`src/prd_pkg.sv`:
```
// shared constants and types for the pulse rate detector
// used by prd_div and pulse_rate_detector; no dependencies
package prd_pkg;

  localparam int PERIOD_W    = 16;
  localparam int LEVEL_W     = 12;
  localparam int LIMIT_W     = 8;
  localparam int CFG_W       = 16;
  localparam int CFG_IDX_W   = 3;
  localparam int LED_W       = 8;

  localparam int AVG_DEPTH_DEF   = 8;
  localparam int SAMPLE_BITS_DEF = 12;
  localparam int SUM_W_DEF       = PERIOD_W + $clog2(AVG_DEPTH_DEF);

  localparam int PERIOD_INIT = 428;

  localparam logic [LEVEL_W-1:0]  RISE_LEVEL_RST    = LEVEL_W'(2148);
  localparam logic [LEVEL_W-1:0]  FALL_LEVEL_RST    = LEVEL_W'(1948);
  localparam logic [LIMIT_W-1:0]  ALARM_LOW_RST     = LIMIT_W'(40);
  localparam logic [LIMIT_W-1:0]  ALARM_HIGH_RST    = LIMIT_W'(200);
  localparam logic [PERIOD_W-1:0] TIMEOUT_TICKS_RST = PERIOD_W'(1000);
  localparam logic [LED_W-1:0]    LED_TICKS_RST     = LED_W'(50);
  localparam logic [PERIOD_W-1:0] RATE_SCALE_RST    = PERIOD_W'(30000);

  // configuration register indexes
  localparam logic [CFG_IDX_W-1:0] REG_RISE_LEVEL    = 3'd0;
  localparam logic [CFG_IDX_W-1:0] REG_FALL_LEVEL    = 3'd1;
  localparam logic [CFG_IDX_W-1:0] REG_ALARM_LOW     = 3'd2;
  localparam logic [CFG_IDX_W-1:0] REG_ALARM_HIGH    = 3'd3;
  localparam logic [CFG_IDX_W-1:0] REG_TIMEOUT_TICKS = 3'd4;
  localparam logic [CFG_IDX_W-1:0] REG_LED_TICKS     = 3'd5;
  localparam logic [CFG_IDX_W-1:0] REG_RATE_SCALE    = 3'd6;

  typedef struct packed {
    logic start;
    logic full;    // 1: run over the whole dividend, 0: only the top PERIOD_W bits
  } div_req_t;

  typedef struct packed {
    logic                done;
    logic [PERIOD_W-1:0] quotient;
  } div_rsp_t;

endpackage

```
`src/prd_div.sv`:
```
// bit-serial restoring divider, one quotient bit per cycle
// depends on prd_pkg
module prd_div #(
  parameter int SUM_W = prd_pkg::SUM_W_DEF
) (
  input  logic                         clk,
  input  logic                         rst,
  input  prd_pkg::div_req_t            req,
  input  logic [SUM_W-1:0]             dividend,
  input  logic [prd_pkg::PERIOD_W-1:0] divisor,
  output prd_pkg::div_rsp_t            rsp
);
  import prd_pkg::*;

  localparam int CNT_W = $clog2(SUM_W + 1);

  logic [SUM_W-1:0]    num;
  logic [PERIOD_W-1:0] den;
  logic [PERIOD_W-1:0] part;
  logic [PERIOD_W-1:0] quo;
  logic [CNT_W-1:0]    cnt;
  logic                busy;
  logic                done;

  logic [PERIOD_W:0] trial;
  logic [PERIOD_W:0] diff;
  logic              fits;

  always_comb begin
    trial = {part, num[SUM_W-1]};
    fits  = trial >= {1'b0, den};
    diff  = trial - {1'b0, den};
  end

  always_ff @(posedge clk) begin
    if (rst) begin
      busy <= 1'b0;
      done <= 1'b0;
      cnt  <= '0;
    end else begin
      done <= 1'b0;
      if (req.start) begin
        busy <= 1'b1;
        cnt  <= req.full ? CNT_W'(SUM_W) : CNT_W'(PERIOD_W);
      end else if (busy) begin
        cnt <= cnt - 1'b1;
        if (cnt == CNT_W'(1)) begin
          busy <= 1'b0;
          done <= 1'b1;
        end
      end
    end
  end

  always_ff @(posedge clk) begin
    if (req.start) begin
      num  <= dividend;
      den  <= divisor;
      part <= '0;
      quo  <= '0;
    end else if (busy) begin
      num  <= num << 1;
      part <= fits ? diff[PERIOD_W-1:0] : trial[PERIOD_W-1:0];
      quo  <= {quo[PERIOD_W-2:0], fits};
    end
  end

  // a zero divisor always fits, so the quotient comes out all ones
  assign rsp.done     = done;
  assign rsp.quotient = quo;

endmodule

```
`src/pulse_rate_detector.sv`:
```
// pulse rate detector: hysteresis beat finder, period average, rate and alarms
// usage:
//   in channel (in_valid/in_ready) takes one sample per sensor tick. each item
//   yields exactly one result on the out channel (out_valid/out_ready): rate,
//   new_beat, signal_lost, alarm and beat_led.
//   configuration is written through cfg_we/cfg_index/cfg_data while idle.
//   unknown indexes are ignored.
// timing:
//   one item at a time. without a beat an accepted item runs through ST_PREP,
//   ST_RATE and ST_DONE to out_valid; a completed beat also runs the ring average
//   through the same divider in ST_AVG and ST_RSTART before ST_RATE. in_ready
//   returns with out_valid, so the next item waits for the previous result; the
//   bit-serial divider, one quotient bit per cycle, does both divisions.
// reset:
//   rst (synchronous) loads the configuration and detector state with defaults,
//   the period ring with 428 in every entry, and empties the output register.
// stalls:
//   a finished result sits in the output register until taken; the next item
//   is accepted meanwhile and its result waits in the core until the output
//   register frees up.
// depends on prd_pkg and prd_div
module pulse_rate_detector #(
  parameter int AVG_DEPTH   = prd_pkg::AVG_DEPTH_DEF,
  parameter int SAMPLE_BITS = prd_pkg::SAMPLE_BITS_DEF
) (
  input  logic                          clk,
  input  logic                          rst,
  input  logic                          in_valid,
  output logic                          in_ready,
  input  logic [SAMPLE_BITS-1:0]        sample,
  output logic                          out_valid,
  input  logic                          out_ready,
  output logic [prd_pkg::PERIOD_W-1:0]  rate,
  output logic                          new_beat,
  output logic                          signal_lost,
  output logic                          alarm,
  output logic                          beat_led,
  input  logic                          cfg_we,
  input  logic [prd_pkg::CFG_IDX_W-1:0] cfg_index,
  input  logic [prd_pkg::CFG_W-1:0]     cfg_data
);
  import prd_pkg::*;

  localparam int SUM_W = PERIOD_W + $clog2(AVG_DEPTH);
  localparam int IDX_W = (AVG_DEPTH > 1) ? $clog2(AVG_DEPTH) : 1;
  localparam int CMP_W = (SAMPLE_BITS > LEVEL_W) ? SAMPLE_BITS : LEVEL_W;
  localparam logic [SUM_W-1:0]    SUM_INIT    = SUM_W'(PERIOD_INIT * AVG_DEPTH);
  localparam logic [PERIOD_W-1:0] PERIOD_RST  = PERIOD_W'(PERIOD_INIT);
  localparam logic [IDX_W-1:0]    IDX_LAST    = IDX_W'(AVG_DEPTH - 1);
  localparam logic [PERIOD_W-1:0] TICK_MAX    = '1;
  localparam logic [LED_W-1:0]    LED_MAX     = '1;

  // beat finder states
  localparam logic [1:0] BT_IDLE  = 2'd0;
  localparam logic [1:0] BT_ARMED = 2'd1;
  localparam logic [1:0] BT_LOW   = 2'd2;
  localparam logic [1:0] BT_HIGH  = 2'd3;

  // sequencer states
  localparam logic [2:0] ST_WAIT   = 3'd0;
  localparam logic [2:0] ST_PREP   = 3'd1;
  localparam logic [2:0] ST_AVG    = 3'd2;
  localparam logic [2:0] ST_RSTART = 3'd3;
  localparam logic [2:0] ST_RATE   = 3'd4;
  localparam logic [2:0] ST_DONE   = 3'd5;

  // configuration
  logic [LEVEL_W-1:0]  rise_level;
  logic [LEVEL_W-1:0]  fall_level;
  logic [LIMIT_W-1:0]  alarm_low;
  logic [LIMIT_W-1:0]  alarm_high;
  logic [PERIOD_W-1:0] timeout_ticks;
  logic [LED_W-1:0]    led_ticks;
  logic [PERIOD_W-1:0] rate_scale;

  // detector state
  logic [1:0]          beat_state;
  logic [PERIOD_W-1:0] tick_count;
  logic [PERIOD_W-1:0] period_ring [AVG_DEPTH];
  logic [IDX_W-1:0]    ring_index;
  logic [SUM_W-1:0]    period_sum;
  logic [PERIOD_W-1:0] period_average;
  logic [LED_W-1:0]    led_count;
  logic                led_on;

  logic [2:0]          st;
  logic                pend_beat;
  logic                pend_lost;
  logic                pend_led;
  logic [PERIOD_W-1:0] res_rate;
  logic                res_alarm;

  logic                accept;
  logic                out_free;
  logic [CMP_W-1:0]    smp;
  logic                above;
  logic                below;
  logic [PERIOD_W-1:0] tick_inc;
  logic [LED_W-1:0]    led_inc;
  logic [1:0]          beat_state_next;
  logic [PERIOD_W-1:0] tick_count_next;
  logic [LED_W-1:0]    led_count_next;
  logic                led_on_next;
  logic                beat;
  logic                lost;

  div_req_t            div_req;
  div_rsp_t            div_rsp;
  logic [SUM_W-1:0]    div_dividend;
  logic [PERIOD_W-1:0] div_divisor;

  assign in_ready = (st == ST_WAIT);
  assign accept   = in_valid && in_ready;
  assign out_free = !out_valid || out_ready;

  always_ff @(posedge clk) begin
    if (rst) begin
      rise_level    <= RISE_LEVEL_RST;
      fall_level    <= FALL_LEVEL_RST;
      alarm_low     <= ALARM_LOW_RST;
      alarm_high    <= ALARM_HIGH_RST;
      timeout_ticks <= TIMEOUT_TICKS_RST;
      led_ticks     <= LED_TICKS_RST;
      rate_scale    <= RATE_SCALE_RST;
    end else if (cfg_we) begin
      unique case (cfg_index)
        REG_RISE_LEVEL:    rise_level    <= cfg_data[LEVEL_W-1:0];
        REG_FALL_LEVEL:    fall_level    <= cfg_data[LEVEL_W-1:0];
        REG_ALARM_LOW:     alarm_low     <= cfg_data[LIMIT_W-1:0];
        REG_ALARM_HIGH:    alarm_high    <= cfg_data[LIMIT_W-1:0];
        REG_TIMEOUT_TICKS: timeout_ticks <= cfg_data;
        REG_LED_TICKS:     led_ticks     <= cfg_data[LED_W-1:0];
        REG_RATE_SCALE:    rate_scale    <= cfg_data;
        default: ;
      endcase
    end
  end

  // one tick of the beat finder
  always_comb begin
    smp      = CMP_W'(sample);
    above    = smp > CMP_W'(rise_level);
    below    = smp < CMP_W'(fall_level);
    tick_inc = (tick_count == TICK_MAX) ? tick_count : tick_count + 1'b1;
    led_inc  = (led_count == LED_MAX) ? led_count : led_count + 1'b1;

    beat_state_next = beat_state;
    tick_count_next = tick_inc;
    led_count_next  = led_inc;
    led_on_next     = led_on;
    beat            = 1'b0;

    unique case (beat_state)
      BT_IDLE: begin
        if (above) beat_state_next = BT_ARMED;
      end
      BT_ARMED: begin
        if (below) begin
          beat_state_next = BT_LOW;
          tick_count_next = '0;
          led_on_next     = 1'b1;
          led_count_next  = '0;
        end
      end
      BT_LOW: begin
        if (led_inc >= led_ticks) led_on_next = 1'b0;
        if (above) beat_state_next = BT_HIGH;
      end
      BT_HIGH: begin
        if (below) begin
          beat_state_next = BT_LOW;
          tick_count_next = '0;
          led_on_next     = 1'b1;
          led_count_next  = '0;
          beat            = 1'b1;
        end
      end
      default: ;
    endcase

    lost = tick_count_next > timeout_ticks;
    if (lost) beat_state_next = BT_ARMED;
  end

  always_ff @(posedge clk) begin
    if (rst) begin
      beat_state     <= BT_IDLE;
      tick_count     <= '0;
      led_count      <= '0;
      led_on         <= 1'b0;
      ring_index     <= '0;
      period_sum     <= SUM_INIT;
      period_average <= PERIOD_RST;
      for (int i = 0; i < AVG_DEPTH; i++) period_ring[i] <= PERIOD_RST;
    end else begin
      if (accept) begin
        beat_state <= beat_state_next;
        tick_count <= tick_count_next;
        led_count  <= led_count_next;
        led_on     <= led_on_next;
        if (beat) begin
          // running sum: drop the oldest period, add the new one
          period_ring[ring_index] <= tick_inc;
          period_sum <= period_sum - SUM_W'(period_ring[ring_index]) + SUM_W'(tick_inc);
          ring_index <= (ring_index == IDX_LAST) ? '0 : ring_index + 1'b1;
        end
      end
      if (st == ST_AVG && div_rsp.done) period_average <= div_rsp.quotient;
    end
  end

  // divider requests: ring average after a beat, then the rate
  always_comb begin
    div_req.start = (st == ST_PREP) || (st == ST_RSTART);
    div_req.full  = (st == ST_PREP) && pend_beat;
    div_dividend  = div_req.full ? period_sum : (SUM_W'(rate_scale) << (SUM_W - PERIOD_W));
    div_divisor   = div_req.full ? PERIOD_W'(AVG_DEPTH) : period_average;
  end

  prd_div #(
    .SUM_W(SUM_W)
  ) u_div (
    .clk      (clk),
    .rst      (rst),
    .req      (div_req),
    .dividend (div_dividend),
    .divisor  (div_divisor),
    .rsp      (div_rsp)
  );

  always_ff @(posedge clk) begin
    if (rst) begin
      st        <= ST_WAIT;
      out_valid <= 1'b0;
    end else begin
      if (st == ST_DONE && out_free) out_valid <= 1'b1;
      else if (out_ready) out_valid <= 1'b0;
      unique case (st)
        ST_WAIT: begin
          if (accept) st <= ST_PREP;
        end
        ST_PREP: begin
          st <= pend_beat ? ST_AVG : ST_RATE;
        end
        ST_AVG: begin
          if (div_rsp.done) st <= ST_RSTART;
        end
        ST_RSTART: begin
          st <= ST_RATE;
        end
        ST_RATE: begin
          if (div_rsp.done) st <= ST_DONE;
        end
        ST_DONE: begin
          if (out_free) st <= ST_WAIT;
        end
        default: st <= ST_WAIT;
      endcase
    end
  end

  always_ff @(posedge clk) begin
    if (accept) begin
      pend_beat <= beat;
      pend_lost <= lost;
      pend_led  <= led_on_next;
    end
    if (st == ST_RATE && div_rsp.done) begin
      res_rate  <= div_rsp.quotient;
      res_alarm <= (div_rsp.quotient <= PERIOD_W'(alarm_low)) ||
                   (div_rsp.quotient >= PERIOD_W'(alarm_high));
    end
    if (st == ST_DONE && out_free) begin
      rate        <= res_rate;
      new_beat    <= pend_beat;
      signal_lost <= pend_lost;
      alarm       <= res_alarm;
      beat_led    <= pend_led;
    end
  end

endmodule
```
`config.mk`:
```
export PLATFORM = sky130hd
export DESIGN_NAME = pulse_rate_detector
export DESIGN_NICKNAME = d
export VERILOG_FILES = /design/src/prd_pkg.sv /design/src/prd_div.sv /design/src/pulse_rate_detector.sv
export SDC_FILE = /design/constraint.sdc
export NUM_CORES = 1
export LEC_CHECK = 0
export BUFFER_PORTS_ARGS = -buffer_cell sky130_fd_sc_hd__buf_4
export CAP_MARGIN = 20
export CORE_MARGIN = 5
export CORE_UTILIZATION = 35
export DETAILED_ROUTE_END_ITERATION = 12
export SYNTH_ARGS = -nofsm -noshare
export SYNTH_HDL_FRONTEND = slang
export SYNTH_SLANG_ARGS = --single-unit
export TNS_END_PERCENT = 100
```
`constraint.sdc`:
```
create_clock -name clk -period 6.5 [get_ports clk]
set_clock_uncertainty 0.1 [all_clocks]
set_input_delay 1.3 -clock clk [delete_from_list [all_inputs] [get_ports clk]]
set_output_delay 1.3 -clock clk [all_outputs]
set_load 0.05 [all_outputs]
```
==> flow_metrics.py <==
metrics = {
    "finish": {
        "n_antenna_cell": 0,
        "nets": 2142,
        "drive_gt1_share_pct": 10.2,
        "mostFrequentLayoutCell": "nand2_1",
        "final_cell_mix": "nand2_1 (327), edfxtp_1 (203), dfxtp_1 (189)",
        "fill_cells": 5375,
        "fin_cells": 2767,
        "area_delta_synth_final_pct": 13.4,
    },
    "logic_synthesis": {
        "synth_area_per_cell_um2": 10.1,
        "syn-cell-area_um2": 19600,
        "async_flop_share_pct": 0,
        "synth_edf_count": 203,
        "synth-seq-cells": 394,
        "ys.flop_type": "edfxtp_1",
        "synthMuxAreaShare_pct": 7.12,
        "synth_top_family_by_area": "simple AND/OR/NAND/NOR gates",
        "ys_seq_area_share_pct": 50.7,
        "synth_xor_area_share_pct": 1.39,
        "synth_fa_ha_area_share_pct": 8.39,
        "ys_warn_count": 0,
        "synth_compound_area_share_pct": 11.2,
        "synth_area_leaders": "edfxtp_1 (31%), dfxtp_1 (20%), ha_1 (6.6%)",
        "synth_top_area_cell": "edfxtp_1",
        "ys_types": 63,
        "synth_top_area_share_pct": 31.2,
        "syn_nets": 2102,
        "netlist_instances": 1945,
        "synthSimpleGateAreaFrac_pct": 17.0,
    },
    "route": {
        "dr_total_vias": 14300,
        "wl_um": 49600,
        "firstDrtPassIters": 5,
        "remaining_drc_errors": 0,
        "vias_per_cell": 5.15,
        "wl_per_cell_um": 17.9,
        "antenna_left": 0,
        "dr.first_iter.drc_count": 950,
    },
    "clock_network": {
        "cts_max_level": 2,
        "cts_max_path_buffers": 3,
        "cts_tree": "yes",
        "root_buffer": "clkbuf_16",
        "path_clk_slew_ns": 0.06,
        "post_cts_buffers": 0,
        "ctsResizeCount": 0,
        "cts_buffers": 42,
        "hold_buffers": 0,
        "clock_latency_ns": 0.57,
        "clock-sinks": 394,
    },
    "sta": {
        "report.final.slew_viol_count": 0,
        "slew_headroom_pct": 30.7,
        "setup_viol_count_final": 0,
        "finalSetupTns_ns": 0,
        "fmax_ghz": 0.191,
        "fin_ws_ns": 1.28,
        "tightest_slew_ns": 1.03,
        "final.period_utilization_pct": 80.3,
        "rsz0062_at_grt": "no",
        "hold_violations": 0,
        "period_needed_ns": 5.22,
    },
    "worst_setup_path": {
        "critPathSlowestCell": "xnor2_1",
        "cp.required_ns": 6.84,
        "crit_family": "simple AND/OR/NAND/NOR gates",
        "crit_path_max_incr_delay_ns": 0.74,
        "path_cells": "nand3_1 -> nor3_1 -> nand3_1 -> xnor2_1 -> ha_1 -> inv_1 -> ha_1 -> inv_1 -> fa_1 -> nand2b_1 -> a21o_1 -> a211o_1 -> a21oi_1 -> a221oi_1 -> or4_1 -> o311ai_0",
        "cp.arrival_ns": 5.57,
        "path_depth": 16,
        "crit_path_end_kind": "flip-flop",
        "crit_start": "tick_count[13]",
        "endpoint": "period_sum[16]",
        "r2r_setup_slack_ns": 1.28,
        "crit_buf_inv": 2,
        "r2r_start": "tick_count[13]",
        "worst-setup-path-type": "flip-flop to flip-flop",
        "reg2reg_depth": 16,
        "path_max_fanout": 8,
        "cp-start-kind": "flip-flop",
        "r2r-end": "period_sum[16]",
    },
    "floorplanning": {
        "io_pins": 58,
        "start_util_pct": 35.5,
        "die_y_um": 246,
        "coreArea_um2": 55200,
        "rows": 86,
        "die_area_um2": 60700,
        "die_w_um": 246,
    },
    "placed_design": {
        "place_congestion": 0.914,
        "place_hpwl_um": 34500,
        "dp_slack_ns": 1.36,
        "port_buffers": 57,
        "dpl.cell_count": 2688,
    },
    "pwr": {
        "ir_drop_mv": 0.163,
        "power_uw": 5830,
        "p_leak_uw": 0.00832,
        "p_per_area_nw_per_um2": 263,
    },
    "grt": {
        "grt_pass1_vias": 14200,
        "antenna_found_initial": 0,
        "grt_pass1_wl_um": 79000,
        "track_usage_pct": 16.2,
        "gr-total-overflow": 0,
        "grt_max_degree": 74,
    },
    "status": {
        "status": "finished clean",
    },
    "job": {
        "cap_violations": 0,
    },
    "hold_path": {
        "hp-class": "flip-flop to flip-flop",
    },
}
==> kinds of logic (layout without fill, tap and decap cells) <==
kind of cell | count (synthesis) | in the layout
AND/OR/NAND/NOR | 735 | 735
XOR/XNOR | 31 | 31
multiplexers | 98 | 98
buffers and inverters | 212 | 286
adder cells (fa/ha/maj) | 121 | 121
AO/OA/AOI/OAI | 354 | 354
flip-flops | 394 | 394
==> worst min-delay path by stage <==
stage	startpoint	end	cells after the start
final	res_rate[2]	rate[2]	0
after global routing	res_rate[12]	rate[12]	0
after floorplan	res_alarm	alarm	0
after global placement	res_rate[2]	rate[2]	0
after detailed placement	res_rate[1]	rate[1]	0
after CTS	res_rate[14]	rate[14]	0
==> cell usage after synthesis, types with 13 or more instances <==
library cell	n
dfxtp_1	191
nand3_1	58
nor2_1	163
xnor2_1	24
a21oi_1	137
a211oi_1	13
a21o_1	37
nor2b_1	32
fa_1	17
ha_1	104
mux2i_1	57
nand2_1	327
nand2b_1	23
and3_1	19
clkbuf_1	63
mux4_2	32
and2_1	13
inv_1	117
buf_2	14
o21ai_0	62
o211ai_1	33
edfxtp_1	203
or3_1	13
nor3_1	26
buf_1	16
o21a_1	17
nand4_1	18
==> flip-flops by register name, indices dropped and copies added, names as in the netlist, 12 cells and up, named ones only <==
register and flops:
u_div.part 16, timeout_ticks 16, rise_level 12, tick_count 16, res_rate 16, u_div.quo 16, rate_scale 16, u_div.den 16
rate 16, fall_level 12, u_div.num 19, period_sum 19, period_average 16, period_ring 128
==> per-stage QoR <==
stage                     hold slack (ns)  util [%]  cell area, um^2
after CTS                           0.320      40.2            22200
after detailed placement            0.305      37.7            20800
final                               0.319      40.2            22200
after global routing                0.324      40.2            22200
after floorplan                     0.300         -            19600
after global placement              0.301      37.7            20800
==> power breakdown <==
group          leakage [uW]  switching, uW  internal [uW]
registers           0.00342           67.3           2720
clock network      0.000649           1010           1340
logic               0.00425            408            281
total               0.00832           1490           4340
==> layout make-up <==
class,instances,area (um^2),area share [%]
Clock buffer,53,1100,4.97
Clock inverter,25,241,1.09
Inverter,117,439,1.98
Multi-Input combinational cell,1339,8850,39.9
Sequential cell,394,9920,44.7
Tap cell,748,936,4.22
Timing Repair Buffer,91,691,3.11
==> routing by layer <==
layer / part of all wire (%) / track usage, % / wire, um / vias up
met3: 4.8 / 2.69 / 2380 / 93
met5: 0 / 0 / 0 / -
li1: - / - / - / 6986
met4: 3.0 / 5.10 / 1500 / 0
met2: 47 / 26.9 / 23400 / 308
met1: 45 / 21.6 / 22300 / 6875
Power figures use the tool's default switching activity.
